`src/design/hc27_pkg.sv`:
```
// shared types, constants and character mapping for the 2x2 mod-27 hill cipher core
// no dependencies; used by hc27_key_regs, hc27_mac_mod and hill_cipher_2x2_mod27_core

package hc27_pkg;

    localparam int ALPHABET_SIZE = 27;
    localparam int SYM_W         = 5;
    localparam int CHAR_W        = 8;
    localparam int KEY_COUNT     = 4;
    localparam int CFG_ADDR_W    = 3;
    localparam int CFG_DATA_W    = 5;

    // register indexes on the configuration port
    localparam logic [CFG_ADDR_W-1:0] CFG_KEY_TL  = 3'd0;
    localparam logic [CFG_ADDR_W-1:0] CFG_KEY_TR  = 3'd1;
    localparam logic [CFG_ADDR_W-1:0] CFG_KEY_BL  = 3'd2;
    localparam logic [CFG_ADDR_W-1:0] CFG_KEY_BR  = 3'd3;
    localparam logic [CFG_ADDR_W-1:0] CFG_DECRYPT = 3'd4;

    // key reset values
    localparam logic [SYM_W-1:0] KEY_TL_RST = 5'd1;
    localparam logic [SYM_W-1:0] KEY_TR_RST = 5'd0;
    localparam logic [SYM_W-1:0] KEY_BL_RST = 5'd0;
    localparam logic [SYM_W-1:0] KEY_BR_RST = 5'd1;

    localparam logic [SYM_W-1:0] SYM_SPACE   = 5'(ALPHABET_SIZE - 1);
    localparam logic [SYM_W-1:0] SYM_MODULUS = 5'(ALPHABET_SIZE);
    localparam logic [SYM_W-1:0] SYM_ONE     = 5'd1;

    // dot product and modulo reduction widths
    localparam int SUM_W       = 11;
    localparam int RECIP       = 1214;   // ceil(2^15 / 27), exact for sums below 2048
    localparam int RECIP_SHIFT = 15;
    localparam int QUOT_W      = 6;
    localparam int PROD_W      = RECIP_SHIFT + QUOT_W;

    localparam logic [CHAR_W-1:0] CHAR_LC_A = 8'h61;
    localparam logic [CHAR_W-1:0] CHAR_LC_Z = 8'h7A;
    localparam logic [CHAR_W-1:0] CHAR_UC_A = 8'h41;
    localparam logic [CHAR_W-1:0] CHAR_UC_Z = 8'h5A;
    localparam logic [CHAR_W-1:0] CHAR_SP   = 8'h20;

    typedef logic [SYM_W-1:0]  t_sym;
    typedef logic [CHAR_W-1:0] t_char;

    typedef struct packed {
        t_sym a0;
        t_sym b0;
        t_sym a1;
        t_sym b1;
    } t_mac_ops;

    typedef struct packed {
        logic valid;
        logic busy;
        t_sym value;
    } t_mac_rsp;

    typedef struct packed {
        t_sym tl;
        t_sym tr;
        t_sym bl;
        t_sym br;
        t_sym neg_tr;
        t_sym neg_bl;
        logic decrypt;
        logic changed;
    } t_key_cfg;

    function automatic t_sym mod_reduce(input t_sym k);
        t_sym r;
        r = (k >= SYM_MODULUS) ? t_sym'(k - SYM_MODULUS) : k;
        return r;
    endfunction

    // additive inverse of an already reduced symbol
    function automatic t_sym mod_negate(input t_sym k);
        t_sym r;
        r = (k == '0) ? '0 : t_sym'(SYM_MODULUS - k);
        return r;
    endfunction

    function automatic t_sym char_to_symbol(input t_char c);
        t_sym s;
        if (c inside {[CHAR_LC_A:CHAR_LC_Z]}) begin
            s = t_sym'(c - CHAR_LC_A);
        end else if (c inside {[CHAR_UC_A:CHAR_UC_Z]}) begin
            s = t_sym'(c - CHAR_UC_A);
        end else if (c == CHAR_SP) begin
            s = SYM_SPACE;
        end else begin
            s = '0;
        end
        return s;
    endfunction

    function automatic t_char symbol_to_char(input t_sym s);
        t_char c;
        if (s < SYM_SPACE) begin
            c = CHAR_LC_A + t_char'(s);
        end else if (s == SYM_SPACE) begin
            c = CHAR_SP;
        end else begin
            c = '0;
        end
        return c;
    endfunction

endpackage

```
`src/design/hc27_key_regs.sv`:
```
// key and mode registers written from the configuration port
// depends on hc27_pkg; hands reduced and negated key entries to the sequencer

module hc27_key_regs (
    input  logic                           i_clk,
    input  logic                           i_rst_n,
    input  logic                           i_wr_en,
    input  logic [hc27_pkg::CFG_ADDR_W-1:0] i_addr,
    input  logic [hc27_pkg::CFG_DATA_W-1:0] i_wdata,
    output hc27_pkg::t_key_cfg             o_key
);

    hc27_pkg::t_sym r_key_tl;
    hc27_pkg::t_sym r_key_tr;
    hc27_pkg::t_sym r_key_bl;
    hc27_pkg::t_sym r_key_br;
    logic           r_decrypt;
    logic           addr_hit;

    always_comb begin
        case (i_addr)
            hc27_pkg::CFG_KEY_TL,
            hc27_pkg::CFG_KEY_TR,
            hc27_pkg::CFG_KEY_BL,
            hc27_pkg::CFG_KEY_BR,
            hc27_pkg::CFG_DECRYPT: addr_hit = 1'b1;
            default:               addr_hit = 1'b0;
        endcase
    end

    always_ff @(posedge i_clk) begin
        if (!i_rst_n) begin
            r_key_tl  <= hc27_pkg::KEY_TL_RST;
            r_key_tr  <= hc27_pkg::KEY_TR_RST;
            r_key_bl  <= hc27_pkg::KEY_BL_RST;
            r_key_br  <= hc27_pkg::KEY_BR_RST;
            r_decrypt <= 1'b0;
        end else if (i_wr_en) begin
            case (i_addr)
                hc27_pkg::CFG_KEY_TL:  r_key_tl  <= i_wdata;
                hc27_pkg::CFG_KEY_TR:  r_key_tr  <= i_wdata;
                hc27_pkg::CFG_KEY_BL:  r_key_bl  <= i_wdata;
                hc27_pkg::CFG_KEY_BR:  r_key_br  <= i_wdata;
                hc27_pkg::CFG_DECRYPT: r_decrypt <= i_wdata[0];
                default: ;
            endcase
        end
    end

    always_comb begin
        o_key.tl      = hc27_pkg::mod_reduce(r_key_tl);
        o_key.tr      = hc27_pkg::mod_reduce(r_key_tr);
        o_key.bl      = hc27_pkg::mod_reduce(r_key_bl);
        o_key.br      = hc27_pkg::mod_reduce(r_key_br);
        o_key.neg_tr  = hc27_pkg::mod_negate(o_key.tr);
        o_key.neg_bl  = hc27_pkg::mod_negate(o_key.bl);
        o_key.decrypt = r_decrypt;
        // invalidates the working matrix in the same cycle as the write
        o_key.changed = i_wr_en & addr_hit;
    end

endmodule

```
`src/design/hc27_mac_mod.sv`:
```
// shared two-stage unit: (a0*b0 + a1*b1) mod 27
// depends on hc27_pkg; stage 1 multiplies and adds, stage 2 reduces by reciprocal

module hc27_mac_mod (
    input  logic               i_clk,
    input  logic               i_rst_n,
    input  logic               i_req,
    input  hc27_pkg::t_mac_ops i_ops,
    output hc27_pkg::t_mac_rsp o_rsp
);

    logic [hc27_pkg::SUM_W-1:0]  r_sum;
    logic                        r_v1;
    logic                        r_v2;
    hc27_pkg::t_sym              r_value;

    logic [hc27_pkg::SUM_W-1:0]  dot_sum;
    logic [hc27_pkg::PROD_W-1:0] quot_prod;
    logic [hc27_pkg::QUOT_W-1:0] quot;
    logic [hc27_pkg::SUM_W-1:0]  rem;

    assign dot_sum = hc27_pkg::SUM_W'(i_ops.a0) * hc27_pkg::SUM_W'(i_ops.b0)
                   + hc27_pkg::SUM_W'(i_ops.a1) * hc27_pkg::SUM_W'(i_ops.b1);

    // quotient by 27 through the scaled reciprocal, then remainder
    assign quot_prod = hc27_pkg::PROD_W'(r_sum) * hc27_pkg::PROD_W'(hc27_pkg::RECIP);
    assign quot      = quot_prod[hc27_pkg::RECIP_SHIFT +: hc27_pkg::QUOT_W];
    assign rem       = r_sum - hc27_pkg::SUM_W'(quot)
                             * hc27_pkg::SUM_W'(hc27_pkg::ALPHABET_SIZE);

    always_ff @(posedge i_clk) begin
        if (!i_rst_n) begin
            r_v1 <= 1'b0;
            r_v2 <= 1'b0;
        end else begin
            r_v1 <= i_req;
            r_v2 <= r_v1;
        end
        r_sum   <= dot_sum;
        r_value <= hc27_pkg::t_sym'(rem);
    end

    assign o_rsp.valid = r_v2;
    assign o_rsp.busy  = r_v1 | r_v2;
    assign o_rsp.value = r_value;

endmodule

```
`src/design/hill_cipher_2x2_mod27_core.sv`:
```
// top level of the 2x2 mod-27 hill cipher: sequencer, pair state and output stage
// depends on hc27_pkg, hc27_key_regs and hc27_mac_mod
//
//  channel   direction  handshake                     payload
//  s_axis    in         s_axis_tvalid/s_axis_tready   tdata[7:0] char_in
//  m_axis    out        m_axis_tvalid/m_axis_tready   tdata[7:0] char_out, tlast pair_last,
//                                                     tuser[0] key_not_invertible
//  cfg       in         i_cfg_wr_en                   i_cfg_addr register, i_cfg_wdata value
//
// the first character of a pair is stored; the second starts two dot products in turn in the
// shared multiply-mod unit, one per output row, and the two output characters then go out
// in order on m_axis
// after reset or a register write the working matrix is rebuilt before input is taken:
// in encrypt mode the key is copied; in decrypt mode the determinant, a 27-factor inverse
// search and four adjugate products go in turn through the same unit
// reset is synchronous and active low; a stall on m_axis holds the block in its output states

module hill_cipher_2x2_mod27_core (
    input  logic                            i_clk,
    input  logic                            i_rst_n,
    input  logic                            s_axis_tvalid,
    output logic                            s_axis_tready,
    input  logic [7:0]                      s_axis_tdata,   // [7:0] char_in
    output logic                            m_axis_tvalid,
    input  logic                            m_axis_tready,
    output logic [7:0]                      m_axis_tdata,   // [7:0] char_out
    output logic                            m_axis_tlast,   // pair_last
    output logic                            m_axis_tuser,   // [0] key_not_invertible
    input  logic                            i_cfg_wr_en,
    input  logic [hc27_pkg::CFG_ADDR_W-1:0] i_cfg_addr,
    input  logic [hc27_pkg::CFG_DATA_W-1:0] i_cfg_wdata
);

    typedef enum logic [2:0] {
        S_IDLE,
        S_WAIT,
        S_OUT0,
        S_OUT1
    } t_state;

    typedef enum logic [2:0] {
        ST_DET,
        ST_SEARCH,
        ST_ADJ,
        ST_ROW0,
        ST_ROW1
    } t_step;

    hc27_pkg::t_key_cfg key;
    hc27_pkg::t_mac_ops mac_ops;
    hc27_pkg::t_mac_rsp mac_rsp;
    logic               mac_req;
    logic               in_acc;
    hc27_pkg::t_sym     in_sym;
    hc27_pkg::t_sym     factor_now;
    logic               hit;

    t_state                               r_state, n_state;
    t_step                                r_step, n_step;
    logic                                 r_matrix_ready, n_matrix_ready;
    logic                                 r_inv_failed, n_inv_failed;
    logic                                 r_have_pending, n_have_pending;
    hc27_pkg::t_sym                       r_pending, n_pending;
    hc27_pkg::t_sym                       r_second, n_second;
    logic [hc27_pkg::KEY_COUNT-1:0][4:0]  r_work, n_work;
    hc27_pkg::t_sym                       r_det, n_det;
    hc27_pkg::t_sym                       r_try, n_try;
    hc27_pkg::t_sym                       r_factor, n_factor;
    logic                                 r_found, n_found;
    logic [1:0]                           r_adj, n_adj;
    hc27_pkg::t_sym                       r_out0, n_out0;
    hc27_pkg::t_sym                       r_out1, n_out1;

    hc27_key_regs u_key_regs (
        .i_clk   (i_clk),
        .i_rst_n (i_rst_n),
        .i_wr_en (i_cfg_wr_en),
        .i_addr  (i_cfg_addr),
        .i_wdata (i_cfg_wdata),
        .o_key   (key)
    );

    hc27_mac_mod u_mac_mod (
        .i_clk   (i_clk),
        .i_rst_n (i_rst_n),
        .i_req   (mac_req),
        .i_ops   (mac_ops),
        .o_rsp   (mac_rsp)
    );

    // adjugate entries in working-matrix order
    function automatic hc27_pkg::t_sym adj_operand(input logic [1:0] idx,
                                                   input hc27_pkg::t_key_cfg k);
        hc27_pkg::t_sym r;
        case (idx)
            2'd0:    r = k.br;
            2'd1:    r = k.neg_tr;
            2'd2:    r = k.neg_bl;
            default: r = k.tl;
        endcase
        return r;
    endfunction

    assign s_axis_tready = (r_state == S_IDLE) && r_matrix_ready && !key.changed;
    assign in_acc        = s_axis_tvalid && s_axis_tready;
    assign in_sym        = hc27_pkg::char_to_symbol(s_axis_tdata);
    assign hit           = (mac_rsp.value == hc27_pkg::SYM_ONE);
    assign factor_now    = hit ? r_try : r_factor;

    always_comb begin
        n_state        = r_state;
        n_step         = r_step;
        n_matrix_ready = r_matrix_ready;
        n_inv_failed   = r_inv_failed;
        n_have_pending = r_have_pending;
        n_pending      = r_pending;
        n_second       = r_second;
        n_work         = r_work;
        n_det          = r_det;
        n_try          = r_try;
        n_factor       = r_factor;
        n_found        = r_found;
        n_adj          = r_adj;
        n_out0         = r_out0;
        n_out1         = r_out1;
        mac_req        = 1'b0;
        mac_ops        = '0;

        case (r_state)
            S_IDLE: begin
                if (!r_matrix_ready) begin
                    // wait until a result left over from an aborted rebuild has drained
                    // and no key write is landing this cycle
                    if (!mac_rsp.busy && !key.changed) begin
                        if (key.decrypt) begin
                            mac_req     = 1'b1;
                            mac_ops.a0  = key.tl;
                            mac_ops.b0  = key.br;
                            mac_ops.a1  = key.neg_tr;
                            mac_ops.b1  = key.bl;
                            n_factor    = '0;
                            n_found     = 1'b0;
                            n_step      = ST_DET;
                            n_state     = S_WAIT;
                        end else begin
                            n_work[0]      = key.tl;
                            n_work[1]      = key.tr;
                            n_work[2]      = key.bl;
                            n_work[3]      = key.br;
                            n_inv_failed   = 1'b0;
                            n_matrix_ready = 1'b1;
                        end
                    end
                end else if (in_acc) begin
                    if (!r_have_pending) begin
                        n_pending      = in_sym;
                        n_have_pending = 1'b1;
                    end else begin
                        n_second   = in_sym;
                        mac_req    = 1'b1;
                        mac_ops.a0 = r_work[0];
                        mac_ops.b0 = r_pending;
                        mac_ops.a1 = r_work[1];
                        mac_ops.b1 = in_sym;
                        n_step     = ST_ROW0;
                        n_state    = S_WAIT;
                    end
                end
            end
            S_WAIT: begin
                if (mac_rsp.valid) begin
                    case (r_step)
                        ST_DET: begin
                            n_det      = mac_rsp.value;
                            n_try      = hc27_pkg::SYM_ONE;
                            mac_req    = 1'b1;
                            mac_ops.a0 = mac_rsp.value;
                            mac_ops.b0 = hc27_pkg::SYM_ONE;
                            n_step     = ST_SEARCH;
                        end
                        ST_SEARCH: begin
                            n_factor = factor_now;
                            n_found  = r_found | hit;
                            mac_req  = 1'b1;
                            if (r_try == hc27_pkg::SYM_MODULUS) begin
                                // factor stays zero when no inverse exists
                                mac_ops.a0 = factor_now;
                                mac_ops.b0 = adj_operand(2'd0, key);
                                n_adj      = 2'd0;
                                n_step     = ST_ADJ;
                            end else begin
                                n_try      = r_try + hc27_pkg::SYM_ONE;
                                mac_ops.a0 = r_det;
                                mac_ops.b0 = r_try + hc27_pkg::SYM_ONE;
                            end
                        end
                        ST_ADJ: begin
                            n_work[r_adj] = mac_rsp.value;
                            if (r_adj == 2'd3) begin
                                n_matrix_ready = 1'b1;
                                n_inv_failed   = !r_found;
                                n_state        = S_IDLE;
                            end else begin
                                n_adj      = r_adj + 2'd1;
                                mac_req    = 1'b1;
                                mac_ops.a0 = r_factor;
                                mac_ops.b0 = adj_operand(r_adj + 2'd1, key);
                            end
                        end
                        ST_ROW0: begin
                            n_out0     = mac_rsp.value;
                            mac_req    = 1'b1;
                            mac_ops.a0 = r_work[2];
                            mac_ops.b0 = r_pending;
                            mac_ops.a1 = r_work[3];
                            mac_ops.b1 = r_second;
                            n_step     = ST_ROW1;
                        end
                        ST_ROW1: begin
                            n_out1         = mac_rsp.value;
                            n_have_pending = 1'b0;
                            n_pending      = '0;
                            n_state        = S_OUT0;
                        end
                        default: n_state = S_IDLE;
                    endcase
                end
            end
            S_OUT0: begin
                if (m_axis_tready) begin
                    n_state = S_OUT1;
                end
            end
            S_OUT1: begin
                if (m_axis_tready) begin
                    n_state = S_IDLE;
                end
            end
            default: n_state = S_IDLE;
        endcase

        // a key write restarts any rebuild in progress
        if (key.changed) begin
            n_matrix_ready = 1'b0;
            if (r_state == S_WAIT &&
                (r_step == ST_DET || r_step == ST_SEARCH || r_step == ST_ADJ)) begin
                n_state = S_IDLE;
            end
        end
    end

    always_ff @(posedge i_clk) begin
        if (!i_rst_n) begin
            r_state        <= S_IDLE;
            r_step         <= ST_DET;
            r_matrix_ready <= 1'b0;
            r_inv_failed   <= 1'b0;
            r_have_pending <= 1'b0;
            r_pending      <= '0;
        end else begin
            r_state        <= n_state;
            r_step         <= n_step;
            r_matrix_ready <= n_matrix_ready;
            r_inv_failed   <= n_inv_failed;
            r_have_pending <= n_have_pending;
            r_pending      <= n_pending;
        end
        r_second <= n_second;
        r_work   <= n_work;
        r_det    <= n_det;
        r_try    <= n_try;
        r_factor <= n_factor;
        r_found  <= n_found;
        r_adj    <= n_adj;
        r_out0   <= n_out0;
        r_out1   <= n_out1;
    end

    assign m_axis_tvalid = (r_state == S_OUT0) || (r_state == S_OUT1);
    assign m_axis_tlast  = (r_state == S_OUT1);
    assign m_axis_tdata  = hc27_pkg::symbol_to_char((r_state == S_OUT1) ? r_out1 : r_out0);
    assign m_axis_tuser  = r_inv_failed;

    // the unit is drained whenever new input can be taken
    a_ready_unit_idle: assert property (@(posedge i_clk) disable iff (!i_rst_n)
        s_axis_tready |-> !mac_rsp.busy)
        else $error("input taken while the shared unit still holds work");

    // a unit result only shows up while it is awaited or after an aborted rebuild
    a_rsp_expected: assert property (@(posedge i_clk) disable iff (!i_rst_n)
        mac_rsp.valid |-> (r_state == S_WAIT) || (r_state == S_IDLE && !r_matrix_ready))
        else $error("unexpected result from the shared unit");

    // the second character of a pair starts the row products
    a_pair_starts: assert property (@(posedge i_clk) disable iff (!i_rst_n)
        (in_acc && r_have_pending) |=> (r_state == S_WAIT && r_step == ST_ROW0))
        else $error("second character of a pair did not start the multiply");

    // the first character of a pair is always followed by the last one
    a_pair_complete: assert property (@(posedge i_clk) disable iff (!i_rst_n)
        (m_axis_tvalid && m_axis_tready && !m_axis_tlast) |=> (m_axis_tvalid && m_axis_tlast))
        else $error("output pair broken");

endmodule

```
`config.mk`:
```
export PLATFORM = sky130hd
export DESIGN_NAME = hill_cipher_2x2_mod27_core
export DESIGN_NICKNAME = d
export VERILOG_FILES = /design/src/design/hc27_pkg.sv /design/src/design/hc27_key_regs.sv /design/src/design/hc27_mac_mod.sv /design/src/design/hill_cipher_2x2_mod27_core.sv
export SDC_FILE = /design/constraint.sdc
export NUM_CORES = 1
export LEC_CHECK = 0
export ABC_AREA = 1
export BUFFER_PORTS_ARGS = -buffer_cell sky130_fd_sc_hd__buf_2
export CELL_PAD_IN_SITES_DETAIL_PLACEMENT = 1
export CELL_PAD_IN_SITES_GLOBAL_PLACEMENT = 2
export CORE_MARGIN = 4
export CORE_UTILIZATION = 40
export CTS_BUF_LIST = sky130_fd_sc_hd__clkbuf_4 sky130_fd_sc_hd__clkbuf_8
export DETAILED_ROUTE_END_ITERATION = 8
export PLACE_DENSITY_LB_ADDON = 0.1
export SKIP_LAST_GASP = 1
export SLEW_MARGIN = 5
export SYNTH_ARGS = -nofsm -noshare
export SYNTH_HDL_FRONTEND = slang
export SYNTH_SLANG_ARGS = --single-unit
export TNS_END_PERCENT = 5
```
`constraint.sdc`:
```
create_clock -name i_clk -period 7.8 [get_ports i_clk]
set_clock_uncertainty 0.15 [all_clocks]
set_input_delay 0.39 -clock i_clk [delete_from_list [all_inputs] [get_ports i_clk]]
set_output_delay 0.39 -clock i_clk [all_outputs]
set_load 0.05 [all_outputs]
```
==> flow_summary.ini <==
[synth]
synthMuxAreaShare_pct = 0.230
ys_warn_count = 0
async_reset_ff_share_pct = 0
syn_inst = 1312
ys.flop_type = edfxtp_1
synth.area.top_cells = edfxtp_1, ha_1, fa_1
postSynthAreaPerCell_sq_um = 7.87
synth-seq-cells = 106
synth_largest_area_cell = edfxtp_1
synth_xor_area_share_pct = 1.95
yosysSeqAreaShare_pct = 25.7
syn_area_sq_um = 10300
synth_edf_count = 53
synth_top_family_by_area = adder cells
synth_compound_area_share_pct = 11.3
synth_top_area_share_pct = 15.4
synth.distinct_cells = 57
synth-simple-area-share_pct = 21.0
synthAdderAreaFrac_pct = 28.7

[critical_path]
critPathTopFamily = adder cells
reg2reg_setup_slack_ps = 800
slowest_stage = dfxtp_1
end_kind = flop
crit-reg2reg-capture = u_mac_mod.r_value[4]
cp-start-kind = flop
critPathBufInv = 5
max_stage_delay_ps = 660
cp.arrival_ps = 7200
crit_required_ps = 7990
critPathMaxFanout = 7
r2r_cells = 28
path_class = reg -> reg
path_common_cell = fa_1
r2r-start = u_mac_mod.r_sum[8]

[worst_hold_path]
hold_path_class = in -> reg
min-delay-start = i_cfg_wdata[3]
min_to = u_key_regs.r_key_bl[3]
hold_path_depth = 3

[route]
met1_length_microns = 14900
drt-total-wl_microns = 29900
wl_per_cell_microns = 17.8
via_per_inst = 5.13
route.met3.wl_microns = 1210
antenna_left = 0
first_pass_iters = 5
drt_iter0_drc = 444
drc_errors = 0
routed.top_layer = met4
wl_met2_microns = 13600
vias = 8607

[placement]
port_buffers = 31
dp_hpwl_microns = 25000
place_ws_ps = 817
routabilityCongestion = 0.860
dpl_cell_area_sq_um = 10800

[sta]
timing.final.crit_share_pct = 89.8
finalSetupTns_ps = 0
rsz0062_at_grt = false
min_period_ps = 7000
drv_slew = 0
relSlewSlack_pct = 34.4
hold_slack_ps = 131
layout_setup_ws_ps = 796
setup_viol = 0
hold_violations = 0
tightest_slew_ps = 975
fmax_mhz = 143

[clocking]
path_clk_slew_ps = 130
htreeDepth = 3
postCtsSetupBuffers = 0
worstSkewPairLatency_ps = 410
cts_sinks = 106
cts_tree = yes
cts_resized = 0
cts_root_buffer = clkbuf_8
hold_buffers = 0
cts_buffer_depth = 2
cts_buffers = 9

[grt]
antenna_found_initial = 0
grt_util_all_layers_pct = 21.7
grt_pass1_wl_microns = 48800
grt_max_degree = 34
grt_pass1_vias = 9044
gr-total-overflow = 0

[die]
core_region_area_sq_um = 25300
start_util_pct = 40.9
dieHeight_microns = 169
row_count = 58
pin_count = 33
die_w_microns = 169
die_area_sq_um = 28400

[layout]
diodes = 0
syn2layout_area_growth_pct = 6.82
drive_gt1_share_pct = 8.09
finish.utilization_pct = 43.7
fin_nets = 1557
fin_area_sq_um = 11000

[power]
max-vdd-ir-drop_mv = 0.0733
p_leak_nw = 5.69
power_per_cell_area_nw_per_um2 = 98.8

[flow_run]
max-cap-violations = 0

[run_status]
status = finished clean
## where the power goes
part / leakage (nW) / switching, mW / internal, mW
clock: 0.0994 / 0.239 / 0.128
sequential: 0.931 / 0.0117 / 0.599
combinational: 4.66 / 0.0816 / 0.0304
total: 5.69 / 0.332 / 0.758
## kinds of logic after synthesis
| family | count (synthesis) |
|---|---|
| compound gates | 205 |
| xor+xnor | 23 |
| fa+ha+maj | 194 |
| buf+inv | 295 |
| flops | 106 |
| mux | 2 |
| other cells | 1 |
| simple gates | 486 |
## routing by layer
| layer | global-route usage, % | up-vias |
|---|---|---|
| met5 | 0 | - |
| met4 | 3.07 | 0 |
| met3 | 2.52 | 15 |
| met2 | 35.3 | 132 |
| met1 | 31.8 | 4203 |
| li1 | - | 4257 |
## through the flow
step,total power [mW],cells
after floorplan,0.692,1313
after global placement,0.732,1661
after detailed placement,0.734,1661
after CTS,1.10,1677
after global routing,1.14,1677
final,1.09,1677
## sequential cells by signal, summed over array words and instances, names as in the netlist, 2 cells and up
name,flops
r_work,20
u_mac_mod.r_sum,11
r_det,5
r_factor,5
r_out0,5
r_out1,5
r_pending,5
r_second,5
r_try,5
u_key_regs.r_key_bl,5
u_key_regs.r_key_br,5
u_key_regs.r_key_tl,5
u_key_regs.r_key_tr,5
u_mac_mod.r_value,5
r_state,3
r_step,3
r_adj,2
## synthesized netlist by cell type, types with 19 or more instances
cell and count:
nand2_1 267, inv_1 263, ha_1 122, a21oi_1 87
nor2_1 84, fa_1 72, nand3_1 65, o21ai_0 59
dfxtp_1 53, edfxtp_1 53, o22ai_1 19
## layout make-up
type | instances | area [sq um]
Timing Repair Buffer | 33 | 170
Sequential cell | 106 | 2650
Clock buffer | 9 | 124
Multi-Input combinational cell | 912 | 6540
Inverter | 280 | 1050
Tap cell | 330 | 413
Fill cell | 3150 | 14200
Clock inverter | 7 | 80.1
## worst reg2reg max path, delay by kind of cell (launching register included)
kind                     cells  cell delay (ps)
adder cells (fa/ha/maj)     10             4150
AND/OR/NAND/NOR              9              940
flip-flops                   1              660
XOR/XNOR                     2              460
AO/OA/AOI/OAI                2              350
buffers and inverters        5              250
## cell usage in the layout (no fill, tap or decap), types with 3 or more instances in the layout
cell type  count
or2_1          3
a211oi_1       3
nor2_2         7
nand3_2        8
nand2_1      267
ha_1         122
buf_2         31
nand2_2        8
xor2_1        15
xnor2_1        8
nor3_1        15
nand3b_1       7
nand3_1       65
inv_1        263
clkbuf_8       9
a21oi_1       87
o211ai_1       7
a21oi_2        4
o21ai_1        3
o21bai_1       3
nand4_1        5
o22ai_1       19
inv_2         15
edfxtp_1      53
nor2_1        84
fa_1          72
o21a_1         4
dfxtp_1       53
o21ai_0       59
and2_1         4
## worst max path at each step
stage,cells past startpoint,endpoint,startpoint
floorplan,27,u_mac_mod.r_value[4],u_mac_mod.r_sum[8]
global placement,27,u_mac_mod.r_value[4],u_mac_mod.r_sum[9]
detailed placement,28,u_mac_mod.r_value[4],u_mac_mod.r_sum[8]
CTS,28,u_mac_mod.r_value[4],u_mac_mod.r_sum[8]
global route,29,u_mac_mod.r_value[4],u_mac_mod.r_sum[8]
finish,28,u_mac_mod.r_value[4],u_mac_mod.r_sum[8]
(Power assumes the default switching activity.)
